[src/ptfi_pkg.sv]
// Shared constants, types and helper functions for the polarization
// time/frequency integrator. No dependencies.
package ptfi_pkg;

  localparam int DEF_MAX_OUT_CHANNELS = 1024;
  localparam int DEF_MAX_POLS         = 4;
  localparam int DEF_MAX_INT          = 64;

  localparam int SAMPLE_W  = 16;
  localparam int ACC_W     = 29;
  localparam int FRAC_W    = 8;
  localparam int NUM_W     = ACC_W + FRAC_W;
  localparam int AVG_W     = 25;
  localparam int CHAN_W    = 10;
  localparam int POL_W     = 2;
  localparam int CFG_IDX_W = 3;
  localparam int CFG_DAT_W = 11;

  localparam int INT_TIME_W     = 7;
  localparam int INT_FREQ_W     = 7;
  localparam int OUT_CHANNELS_W = 11;
  localparam int NUM_POLS_W     = 3;
  localparam int MODE_W         = 2;

  localparam logic [CFG_IDX_W-1:0] REG_INT_TIME     = 3'd0;
  localparam logic [CFG_IDX_W-1:0] REG_INT_FREQ     = 3'd1;
  localparam logic [CFG_IDX_W-1:0] REG_OUT_CHANNELS = 3'd2;
  localparam logic [CFG_IDX_W-1:0] REG_NUM_POLS     = 3'd3;
  localparam logic [CFG_IDX_W-1:0] REG_SAMPLE_MODE  = 3'd4;

  localparam logic [MODE_W-1:0] MODE_U8  = 2'd0;
  localparam logic [MODE_W-1:0] MODE_S8  = 2'd1;
  localparam logic [MODE_W-1:0] MODE_U16 = 2'd2;
  localparam logic [MODE_W-1:0] MODE_S16 = 2'd3;

  typedef enum logic [1:0] {
    DIV_IDLE,
    DIV_RUN,
    DIV_DONE
  } div_state_t;

  function automatic logic [15:0] clamp_cfg(input logic [15:0] v, input logic [15:0] hi);
    logic [15:0] r;
    if (v == 16'd0) begin
      r = 16'd1;
    end else if (v > hi) begin
      r = hi;
    end else begin
      r = v;
    end
    return r;
  endfunction

  function automatic logic signed [ACC_W-1:0] decode_sample(input logic [MODE_W-1:0] mode,
                                                            input logic [SAMPLE_W-1:0] raw);
    logic signed [ACC_W-1:0] r;
    unique case (mode)
      MODE_U8:  r = $signed({{(ACC_W-8){1'b0}}, raw[7:0]});
      MODE_S8:  r = $signed({{(ACC_W-8){raw[7]}}, raw[7:0]});
      MODE_U16: r = $signed({{(ACC_W-16){1'b0}}, raw});
      MODE_S16: r = $signed({{(ACC_W-16){raw[15]}}, raw});
      default:  r = '0;
    endcase
    return r;
  endfunction

endpackage

[src/ptfi_div.sv]
// Restoring divider, one quotient bit per cycle, giving the floored and
// saturated average of a signed sum. Depends on ptfi_pkg.
module ptfi_div #(
  parameter int DEN_W = 14
) (
  input  logic                               clk,
  input  logic                               rst,
  input  logic                               start,
  input  logic signed [ptfi_pkg::NUM_W-1:0]  num,
  input  logic [DEN_W-1:0]                   den,
  input  logic                               ack,
  output logic                               busy,
  output logic                               done,
  output logic [ptfi_pkg::AVG_W-1:0]         quotient
);
  import ptfi_pkg::*;

  localparam int CNT_W = $clog2(NUM_W + 1);
  localparam logic signed [NUM_W:0] AVG_MAX = (NUM_W + 1)'((1 << (AVG_W - 1)) - 1);
  localparam logic signed [NUM_W:0] AVG_MIN = -(NUM_W + 1)'(1 << (AVG_W - 1));

  div_state_t       state, state_next;
  logic [NUM_W-1:0] quo;
  logic [DEN_W-1:0] rem;
  logic [DEN_W-1:0] den_r;
  logic             neg;
  logic [CNT_W-1:0] cnt;

  logic [DEN_W:0]      rem_sh;
  logic [DEN_W:0]      rem_diff;
  logic                ge;
  logic signed [NUM_W:0] q_signed;

  assign rem_sh   = {rem, quo[NUM_W-1]};
  assign rem_diff = rem_sh - {1'b0, den_r};
  assign ge       = rem_sh >= {1'b0, den_r};

  always_comb begin
    state_next = state;
    unique case (state)
      DIV_IDLE: if (start) state_next = DIV_RUN;
      DIV_RUN:  if (cnt == CNT_W'(NUM_W - 1)) state_next = DIV_DONE;
      DIV_DONE: if (ack) state_next = DIV_IDLE;
      default:  state_next = DIV_IDLE;
    endcase
  end

  always_comb begin
    busy = 1'b1;
    done = 1'b0;
    unique case (state)
      DIV_IDLE: busy = 1'b0;
      DIV_RUN:  busy = 1'b1;
      DIV_DONE: done = 1'b1;
      default:  busy = 1'b0;
    endcase
  end

  always_ff @(posedge clk) begin
    if (rst) begin
      state <= DIV_IDLE;
    end else begin
      state <= state_next;
    end
  end

  always_ff @(posedge clk) begin
    if (state == DIV_IDLE && start) begin
      neg   <= num[NUM_W-1];
      quo   <= num[NUM_W-1] ? (~num + NUM_W'(1)) : num;
      rem   <= '0;
      den_r <= den;
      cnt   <= '0;
    end else if (state == DIV_RUN) begin
      rem <= ge ? rem_diff[DEN_W-1:0] : rem_sh[DEN_W-1:0];
      quo <= {quo[NUM_W-2:0], ge};
      cnt <= cnt + CNT_W'(1);
    end
  end

  always_comb begin
    if (!neg) begin
      q_signed = $signed({1'b0, quo});
    end else if (rem != '0) begin
      q_signed = $signed(~{1'b0, quo});
    end else begin
      q_signed = $signed(~{1'b0, quo} + (NUM_W + 1)'(1));
    end
    if (q_signed > AVG_MAX) begin
      quotient = AVG_MAX[AVG_W-1:0];
    end else if (q_signed < AVG_MIN) begin
      quotient = AVG_MIN[AVG_W-1:0];
    end else begin
      quotient = q_signed[AVG_W-1:0];
    end
  end

endmodule
[config.mk]
export PLATFORM = sky130hd
export DESIGN_NAME = ptfi_div
export DESIGN_NICKNAME = d
export VERILOG_FILES = /design/src/ptfi_pkg.sv /design/src/ptfi_div.sv
export SDC_FILE = /design/constraint.sdc
export NUM_CORES = 1
export LEC_CHECK = 0
export ABC_AREA = 1
export BUFFER_PORTS_ARGS = -buffer_cell sky130_fd_sc_hd__buf_2
export CAP_MARGIN = 15
export CORE_MARGIN = 3
export CORE_UTILIZATION = 40
export CTS_BUF_LIST = sky130_fd_sc_hd__clkbuf_8 sky130_fd_sc_hd__clkbuf_16
export CTS_CLUSTER_DIAMETER = 60
export CTS_CLUSTER_SIZE = 12
export DETAILED_ROUTE_END_ITERATION = 10
export GPL_TIMING_DRIVEN = 0
export PLACE_DENSITY = 0.62
export SLEW_MARGIN = 40
export SYNTH_ARGS = -nofsm -noshare
export SYNTH_HDL_FRONTEND = slang
export SYNTH_SLANG_ARGS = --single-unit
[constraint.sdc]
create_clock -name clk -period 7.4 [get_ports clk]
set_input_delay 0 -clock clk [delete_from_list [all_inputs] [get_ports clk]]
set_output_delay 0 -clock clk [all_outputs]
set_load 0.1 [all_outputs]
==> results.sh <==
export IMPL_status="completed"
export IMPL_final_period_utilization=0.457
export IMPL_synthFlopType="edfxtp_1"
export IMPL_die_w_um=130
export IMPL_yosysTopAreaCell="edfxtp_1"
export IMPL_cts_root_buf="clkbuf_16"
export IMPL_antenna_cells=0
export IMPL_antenna_found_initial=0
export IMPL_netlist_area_sq_um=6190
export IMPL_syn_avg_cell_area_sq_um=6.97
export IMPL_num_nets_final=1075
export IMPL_wl_mm=17.5
export IMPL_finClkSkew_ns=0.00820
export IMPL_place_congestion=0.904
export IMPL_portBuffers=81
export IMPL_dp_hpwl_mm=13.9
export IMPL_layout_drive_gt1_share=0.144
export IMPL_drc=0
export IMPL_slew_limit_headroom=0.538
export IMPL_drv_cap=0
export IMPL_die_h_um=130
export IMPL_core_area_sq_um=14800
export IMPL_yosysWarnings=0
export IMPL_synth_area_leaders="edfxtp_1 25%, nand2_1 15%, dfxtp_1 7.1%"
export IMPL_boundaryPins=82
export IMPL_syn_num_nets=966
export IMPL_p_clk_frac=0.123
export IMPL_grt_max_degree=29
export IMPL_clock_fmax_ghz=0.296
export IMPL_drtIter0Drc=485
export IMPL_hold_violations=0
export IMPL_synthesis_instances=888
export IMPL_max_slew_worst_pin_slew_ns=0.691
export IMPL_slew_viol_final=0
export IMPL_grt_overflow=0
export IMPL_postRouteAntennaNets=0
export IMPL_top_layer="met4"
export IMPL_num_vias=6074
export IMPL_ir_drop_mv=0.340
export IMPL_setup_tns_ns=0
export IMPL_p_int_uw=1640
export IMPL_dieArea_sq_um=17000
export IMPL_insertion_delay_ns=0.34
export IMPL_p_leak_uw=0.00333
export IMPL_grt_usage=0.212
export IMPL_endpoint_kind="flop"
export IMPL_fillers=1507
export IMPL_required_ns=7.49
export IMPL_final_cell_mix="242 x nand2_1, 102 x nor2_1, 94 x inv_1"
export IMPL_power_frac_seq=0.247
export IMPL_postCtsSetupRepairBufs=0
export IMPL_seq_area_frac_synth=0.323
export IMPL_holdWs_ns=0.0579
export IMPL_wl_met3_um=975
export IMPL_multi_input_area_sq_um=3710
export IMPL_synthArstFlopShare=0
export IMPL_clock_sink_count=74
export IMPL_finish_utilization=0.495
export IMPL_cp_max_fo=28
export IMPL_vias_per_cell=5.12
export IMPL_first_global_vias=5533
export IMPL_power_frac_comb=0.630
export IMPL_area_delta_synth_final_pct=18.5
export IMPL_cts_clk_slew_worst_paths_ns=0.06
export IMPL_power_switching_uw=2150
export IMPL_final_common_cell="nand2_1"
export IMPL_rsz0062_at_grt="false"
export IMPL_grt_pass1_wl_mm=28.5
export IMPL_final_setup_viol_count=0
export IMPL_synth_top_cell_area_share=0.252
export IMPL_cts_made_buffers=9
export IMPL_start_util=0.418
export IMPL_crit_path_start_kind="flop"
export IMPL_hold_class="in -> reg"
export IMPL_p_sw_frac=0.568
export IMPL_wl_per_cell_um=14.8
export IMPL_drt_first_pass_iters=5
export IMPL_p_per_area_nw_per_um2=516
export IMPL_clockBufferDepth=2
export IMPL_critPathArrivalTime_ns=3.47
export IMPL_period_minus_slack_ns=3.38
export IMPL_seq_area_sq_um=2000
export IMPL_crit_type="reg -> reg"
export IMPL_synth_seq_cells=74
export IMPL_wl_met2_mm=7.33
export IMPL_met1_length_mm=9.06
export IMPL_row_count=44
export IMPL_synth_cell_types=49
export IMPL_cts_tree="yes"
export IMPL_htree_levels=3
export IMPL_synth_edf_count=52
## power groups by stage
stage	combinational (uW)	clock (uW)	sequential [uW]
finish	2380	465	934
global route	2640	486	961
CTS	2380	471	925
detailed placement	2370	0	932
global placement	2330	0	935
floorplan	1850	0	852
## synthesized netlist by cell type, drive strengths merged (16+ instances only)
library cell  number
ha                22
edfxtp            52
nor3              20
nand3             42
nor2             115
inv               95
a21oi             37
o21ai             88
xnor2             23
dfxtp             22
nand2            252
xor2              41
nand4             16
## layout make-up
class                   count  share of cell area
multi-input cells         693               0.505
flip-flops and latches     74               0.273
repair buffers             98              0.0809
inverters                  98              0.0503
clock buffers              10              0.0341
well taps                 184              0.0314
plain buffers              23              0.0157
clock inverters             6             0.00938
## per-layer routing
metal / GRT usage / vias up
met2: 0.306 / 164
met5: 0 / -
met1: 0.334 / 2751
li1: - / 3149
met3: 0.0260 / 10
met4: 0.0520 / 0
## logic make-up (layout without fill, tap and decap cells)
group,Yosys count,in the layout,share of synthesized area
buffers and inverters,121,235,0.0778
XOR/XNOR,64,64,0.0906
AO/OA/AOI/OAI,151,151,0.136
AND/OR/NAND/NOR,455,455,0.324
flip-flops,74,74,0.323
adder cells (fa/ha/maj),23,23,0.0477
## state kept, by name, summed over array words and instances, names as in the netlist
signal,count
quo,37
rem,14
state,2
den_r,14
neg,1
cnt,6
## repair_timing
action,in CTS,in global routing
hold buffers,16,0
hold endpoints to repair,17,0
setup endpoints to repair,0,0
gates resized for setup,0,0
## worst max-delay path, cell delays in order, from the launching register on
cell,delay [ns]
dfxtp_1,0.36
inv_1,0.09
ha_1,0.21
nand2_1,0.09
clkbuf_1,0.35
clkinv_1,0.37
nor2_1,0.63
clkinv_2,0.65
buf_16,0.36
## path summary, 6_finish.rpt
| kind | start | to | slack (ns) | cells after the start |
|---|---|---|---|---|
| max | state[0]$_SDFFE_PP0P_ | quo[14]$_DFFE_PP_ | 4.02 | 8 |
| min | num[12] | quo[12]$_DFFE_PP_ | 0.06 | 3 |
| max reg2reg | state[0]$_SDFFE_PP0P_ | quo[14]$_DFFE_PP_ | 4.02 | 8 |
| min reg2reg | cnt[0]$_SDFFE_PP0P_ | cnt[0]$_SDFFE_PP0P_ | 0.52 | 2 |
## per-stage QoR
step / cells / setup WS, ns / total power (uW) / area [sq um]
2_1_floorplan: 888 / 3.04 / 2700 / 6190
3_3_place_gp: 1153 / 3.07 / 3260 / 6830
3_5_place_dp: 1154 / 4.06 / 3300 / 6860
4_1_cts: 1186 / 4.03 / 3780 / 7330
5_1_grt: 1186 / 3.71 / 4090 / 7330
6_report: 1186 / 4.02 / 3780 / 7330
No activity file was read; power rests on OpenSTA's default activity.
